File: config.mk
export PLATFORM = sky130hd
export DESIGN_NAME = tcte_ctrl
export DESIGN_NICKNAME = d
export VERILOG_FILES = /design/src/design/tcte_pkg.sv /design/src/design/tcte_ctrl.sv
export SDC_FILE = /design/constraint.sdc
export NUM_CORES = 1
export LEC_CHECK = 0
export BUFFER_PORTS_ARGS = -buffer_cell sky130_fd_sc_hd__buf_4
export CAP_MARGIN = 15
export CORE_MARGIN = 2
export CORE_UTILIZATION = 46
export DETAILED_ROUTE_END_ITERATION = 10
export PLACE_DENSITY = 0.83
export SLEW_MARGIN = 20
export SYNTH_ARGS = -nofsm -noshare
export SYNTH_HDL_FRONTEND = slang
export SYNTH_SLANG_ARGS = --single-unit
File: constraint.sdc
create_clock -name clk -period 2.8 [get_ports clk]
set_clock_uncertainty 0.05 [all_clocks]
set_input_delay 0.42 -clock clk [delete_from_list [all_inputs] [get_ports clk]]
set_output_delay 0.42 -clock clk [all_outputs]
set_load 0.005 [all_outputs]
File: src/design/tcte_pkg.sv
// Shared types and constants for the text console teletype engine.
// Used by the controller, the datapath and the top level.
package tcte_pkg;

  localparam int COLUMNS = 80;
  localparam int ROWS    = 25;
  localparam int CELLS   = COLUMNS * ROWS;
  localparam int ADDR_W  = $clog2(CELLS);
  localparam int ROW_W   = 5;
  localparam int COL_W   = 7;

  localparam logic [7:0]  NEWLINE_CODE    = 8'h0A;
  localparam logic [7:0]  BLANK_CODE      = 8'h20;
  localparam logic [7:0]  UNDERSCORE_CODE = 8'h5F;
  localparam logic [15:0] CLEAR_CELL      = 16'h0F20;
  localparam logic [7:0]  RESET_ATTR      = 8'h07;

  // Fill value selects.
  localparam logic [1:0]  FILL_ZERO  = 2'd0;
  localparam logic [1:0]  FILL_CLEAR = 2'd1;
  localparam logic [1:0]  FILL_BLANK = 2'd2;

  typedef enum logic [2:0] {
    REQ_TELETYPE = 3'd0,
    REQ_WRITE    = 3'd1,
    REQ_CURSOR   = 3'd2,
    REQ_TOGGLE   = 3'd3,
    REQ_CLEAR    = 3'd4,
    REQ_ATTR     = 3'd5,
    REQ_RECOLOR  = 3'd6,
    REQ_READ     = 3'd7
  } req_t;

  typedef struct packed {
    logic [2:0] req_type;
    logic [7:0] char_code;
    logic [7:0] attr_value;
    logic [4:0] row_pos;
    logic [6:0] col_pos;
  } in_item_t;

  typedef struct packed {
    logic [4:0]  cursor_row_out;
    logic [6:0]  cursor_col_out;
    logic [15:0] cell_data;
    logic        cursor_shown;
    logic        status;
  } out_item_t;

  typedef enum logic [3:0] {
    ST_INIT, ST_IDLE, ST_EXEC, ST_RD_WAIT, ST_RMW, ST_SCROLL_RD, ST_SCROLL_WR,
    ST_FILL, ST_SWEEP_RD, ST_SWEEP_WR, ST_OUT
  } state_t;

  // Commands from controller to datapath.
  typedef struct packed {
    logic take_in;     // capture input item
    logic rd_cursor;   // read cell under cursor
    logic rd_pos;      // read cell at requested position
    logic rd_addr;     // read cell at sweep address + COLUMNS
    logic rd_sweep;    // read cell at sweep address
    logic wr_tty;      // write teletype char at cursor, advance cursor
    logic wr_direct;   // direct write at position
    logic set_cursor;
    logic wr_toggle;   // write toggled glyph at cursor
    logic wr_scroll;   // write scrolled cell at sweep address
    logic wr_fill;     // write fill value at sweep address
    logic wr_recolor;  // write recolored cell at sweep address
    logic newline;     // advance row, column zero
    logic home;        // cursor to (0,0)
    logic set_attr;
    logic capture;     // latch read data for result
    logic sweep_clr;
    logic sweep_inc;
    logic [1:0] fill_sel;  // zero, clear cell or blank line
  } cmd_t;

  typedef struct packed {
    req_t req;
    logic in_grid;
    logic is_newline;
    logic at_last_col;
    logic at_last_row;
    logic sweep_end;       // sweep at last cell
    logic scroll_end;      // sweep at last moved cell
  } sts_t;

endpackage

File: src/design/tcte_ctrl.sv
// Controller state machine for the text console teletype engine.
// Depends on tcte_pkg.
module tcte_ctrl
  import tcte_pkg::*;
(
  input  logic   clk,
  input  logic   rst_n,
  input  logic   in_valid,
  output logic   in_ready,
  output logic   out_valid,
  input  logic   out_ready,
  input  sts_t   sts,
  output cmd_t   cmd
);

  state_t state_r, state_nxt;

  // State register.
  always_ff @(posedge clk) begin
    if (!rst_n) begin
      state_r <= ST_INIT;
    end else begin
      state_r <= state_nxt;
    end
  end

  // Next state and commands.
  always_comb begin
    state_nxt = state_r;
    cmd       = '0;
    in_ready  = 1'b0;
    out_valid = 1'b0;
    case (state_r)
      ST_INIT: begin
        cmd.wr_fill  = 1'b1;
        cmd.fill_sel = FILL_ZERO;
        cmd.sweep_inc = 1'b1;
        if (sts.sweep_end) begin
          state_nxt = ST_IDLE;
        end
      end
      ST_IDLE: begin
        in_ready = 1'b1;
        if (in_valid) begin
          cmd.take_in = 1'b1;
          state_nxt   = ST_EXEC;
        end
      end
      ST_EXEC: begin
        cmd.sweep_clr = 1'b1;
        state_nxt = ST_OUT;
        case (sts.req)
          REQ_TELETYPE: begin
            if (sts.is_newline) begin
              cmd.newline = 1'b1;
              if (sts.at_last_row) begin
                state_nxt = ST_SCROLL_RD;
              end
            end else begin
              cmd.wr_tty = 1'b1;
              if (sts.at_last_col && sts.at_last_row) begin
                state_nxt = ST_SCROLL_RD;
              end
            end
          end
          REQ_WRITE: cmd.wr_direct = sts.in_grid;
          REQ_CURSOR: cmd.set_cursor = sts.in_grid;
          REQ_TOGGLE: begin
            cmd.rd_cursor = 1'b1;
            state_nxt = ST_RMW;
          end
          REQ_CLEAR: begin
            cmd.home = 1'b1;
            state_nxt = ST_FILL;
          end
          REQ_ATTR: cmd.set_attr = 1'b1;
          REQ_RECOLOR: begin
            cmd.set_attr = 1'b1;
            state_nxt = ST_SWEEP_RD;
          end
          REQ_READ: begin
            if (sts.in_grid) begin
              cmd.rd_pos = 1'b1;
              state_nxt = ST_RD_WAIT;
            end
          end
          default: state_nxt = ST_OUT;
        endcase
      end
      ST_RD_WAIT: begin
        cmd.capture = 1'b1;
        state_nxt = ST_OUT;
      end
      ST_RMW: begin
        cmd.wr_toggle = 1'b1;
        state_nxt = ST_OUT;
      end
      ST_SCROLL_RD: begin
        cmd.rd_addr = 1'b1;
        state_nxt = ST_SCROLL_WR;
      end
      ST_SCROLL_WR: begin
        cmd.wr_scroll = 1'b1;
        cmd.sweep_inc = 1'b1;
        state_nxt = sts.scroll_end ? ST_FILL : ST_SCROLL_RD;
      end
      ST_FILL: begin
        cmd.wr_fill  = 1'b1;
        cmd.fill_sel = (sts.req == REQ_CLEAR) ? FILL_CLEAR : FILL_BLANK;
        cmd.sweep_inc = 1'b1;
        if (sts.sweep_end) begin
          state_nxt = ST_OUT;
        end
      end
      ST_SWEEP_RD: begin
        cmd.rd_sweep = 1'b1;
        state_nxt = ST_SWEEP_WR;
      end
      ST_SWEEP_WR: begin
        cmd.wr_recolor = 1'b1;
        cmd.sweep_inc = 1'b1;
        state_nxt = sts.sweep_end ? ST_OUT : ST_SWEEP_RD;
      end
      ST_OUT: begin
        out_valid = 1'b1;
        if (out_ready) begin
          state_nxt = ST_IDLE;
        end
      end
      default: state_nxt = ST_IDLE;
    endcase
  end

endmodule

==> run metrics <==
layout cell share with drive strength beyond 1=36.5%; Distinct cells, synth=43; setup repair bufs after CTS=0; final total power=between 0.2 and 0.3 mW; fin nets=about 140; syn avg cell area=around 6.5 µm²; CP startpoint kind=flop; clock sink total=4; global route overflow=0; Hold Crit Start=rst_n; RSZ-0062 raised after global routing=no; register area share after synthesis=12.8%; DR vias=slightly below 800; Starting Density=48.6%; Die H=40.8 µm; syn_nets=~110; H-tree levels=1; # port buffers=34; Wirelength per Cell=11.6 µm; Worst Path Required=2.33 ns; drt drc=0; Pre-Repair DR Iteration Count=4; Post-Route Setup TNS=0 ns; hold buffers post-CTS=0; Sw Share=about 37%; launching point of the worst reg2reg path=state_r[0]; RR Endpoint=state_r[0]; Cell Area, Placed=863 µm²; Power per Cell Area=about 320 nW/µm²; Slew headroom=54.2%; post-cts sizing count=0; worst min path class=primary input to flop; Psw=0.104 mW; Worst EP arrival=1.80 ns; #FFs+latches synth=4; GRT Total Usage=22.5%; maximum VDD drop=0.254 mV; leakage=between 0.4 and 0.5 nW; worst-path cell chain=nand2_2 > or3_4 > nor2_1 > and4b_1 > buf_4; clock root cell=clkbuf_4; final core occ=68.9%; Rows=13; initial antenna violation count=0; clock power share=24.4%; Critical Path Fanout Max=17; largest net degree at the start of global routing=24; top flop regs=state_r x4; register-to-register setup slack=0.91 ns; Hold Path Sink=state_r[2]; Post-synth ARST share=0%; Pint=0.181 mW; dominant synthesized flop cell=dfxtp_1; Comb pwr share=44.6%; CP endpoint kind=output pin; io pins=35; clk buf depth=2; Num CTS Buffers=3; Initial DRC Count=22; global-route wire length before repair=around 2500 µm; routability cong.=between 0.8 and 0.9; Peak Freq=0.440 GHz; FF-to-FF path depth=4; Die X=40.8 µm; warnings from Yosys=0; synth-to-layout area growth=41.9%; Vias/cell=5.57; Design Area, Final=886 µm²; max-capacitance violation count=0; CP Launch Point=state_r[1]; clock-pin slew on the worst setup and hold paths=0.03 ns; max reg flops=4; Post-DP HPWL=1280 µm; Tcrit/Tclk final=81.1%; DIE AREA=1670 µm²; hold depth=2; Post-Syn Instances=96; Cell Area, Synth=624 µm²; critical path type=flop to output pin; status=complete, no violations; Fillers=around 120; number of synthesized flops with an enable pin=0; # diodes=0; Core ar.=1280 µm²; final hold vios=0; CP max-delay cell=dfxtp_1; CTS tree=built; clock latency on the worst-skew pair=approximately 0.23 ns; worst stage delay on the critical path=0.61 ns; max-slew violations=0; final wirelength=approximately 1600 µm; largest register by flop count=state_r; vias in the first global route=589; Setup violations, final=0; Worst-Margin Slew=0.687 ns; Tmin final=2.27 ns; Final ANT Viol Nets=0; Seq pwr share=a little under a third
-- critical path: cells and delay by family (launching register included) --
| kind | cells | cell delay, ns |
|---|---|---|
| flip-flops | 1 | 0.61 |
| buffers and inverters | 1 | 0.11 |
| AND/OR/NAND/NOR | 4 | 0.86 |
-- stage by stage --
stage	setup WS, ns	hold WS (ns)	std cells
2_1_floorplan	1.18	0.498	96
3_3_place_gp	0.844	0.618	138
3_5_place_dp	0.762	0.620	138
4_1_cts	0.510	0.383	141
5_1_grt	0.335	0.387	141
6_report	0.528	0.381	141
-- power by group through the flow --
stage	logic (mW)	clock network (mW)	registers, mW
2_1_floorplan	0.0948	0	0.0684
3_3_place_gp	0.127	0	0.0879
3_5_place_dp	0.128	0	0.0889
4_1_cts	0.129	0.0729	0.0880
5_1_grt	0.144	0.0783	0.0909
6_report	0.127	0.0696	0.0880
-- layer usage --
layer  up-vias  global-route usage [%]  wire length [µm]
li1        409                       -                 -
met1       349                    33.0               761
met2        24                    30.9               762
met3         4                    3.80                86
met5         -                       0                 0
met4         0                    10.8                26
-- final cells by class --
| cell class | count | area [µm²] | share of cell area (%) |
|---|---|---|---|
| Clock buffer | 3 | 22.5 | 2.54 |
| Inverter | 2 | 8.76 | 0.989 |
| Multi-Input combinational cell | 83 | 500 | 56.5 |
| Sequential cell | 4 | 80.1 | 9.04 |
| Tap cell | 15 | 18.8 | 2.12 |
| Timing Repair Buffer | 34 | 255 | 28.8 |
-- cells by family (layout without fill, tap and decap cells) --
family / after synthesis / after routing / share of synthesized area (%)
AO/OA/AOI/OAI: 26 / 26 / 29.1
AND/OR/NAND/NOR: 55 / 55 / 48.3
flip-flops: 4 / 4 / 12.8
XOR/XNOR: 2 / 2 / 2.81
buffers and inverters: 9 / 39 / 7.01
-- Yosys cell counts, drive strengths merged (2+ instances only) --
master,count,area (µm²)
a21oi,7,35.0
and2,2,12.5
and3,3,18.8
buf,7,35.0
dfxtp,4,80.1
nand2,10,42.5
nand2b,4,27.5
nand3,3,15.0
nor2,15,56.3
nor2b,3,18.8
nor3,4,20.0
nor3b,2,20.0
o21a,3,22.5
o21ai,3,15.0
o221ai,3,26.3
or3,3,23.8
-- worst max-delay path by stage --
| stage | depth (start not counted) | endpoint | slack, ns |
|---|---|---|---|
| 6_report | 5 | cmd[13] | 0.53 |
| 5_1_grt | 6 | cmd[14] | 0.33 |
| 4_1_cts | 5 | cmd[13] | 0.51 |
| 3_5_place_dp | 5 | cmd[13] | 0.76 |
| 3_3_place_gp | 5 | cmd[13] | 0.84 |
| 2_1_floorplan | 4 | cmd[2] | 1.18 |
-- cells in the final DEF, fill, tap and decap left out, types with 2 or more instances in the layout --
master    Yosys  layout
a21oi_1       7       7
and2_1        2       2
and3_1        3       3
buf_4         1      34
clkbuf_4      0       3
dfxtp_1       4       4
nand2_1       8       8
nand2_2       2       2
nand2b_1      3       3
nand3_1       3       3
nor2_1       15      15
nor2b_1       3       3
nor3_1        4       4
o21a_1        3       3
o21ai_0       2       2
o221ai_1      3       3
or3_1         2       2
Power figures use the tool's default switching activity.
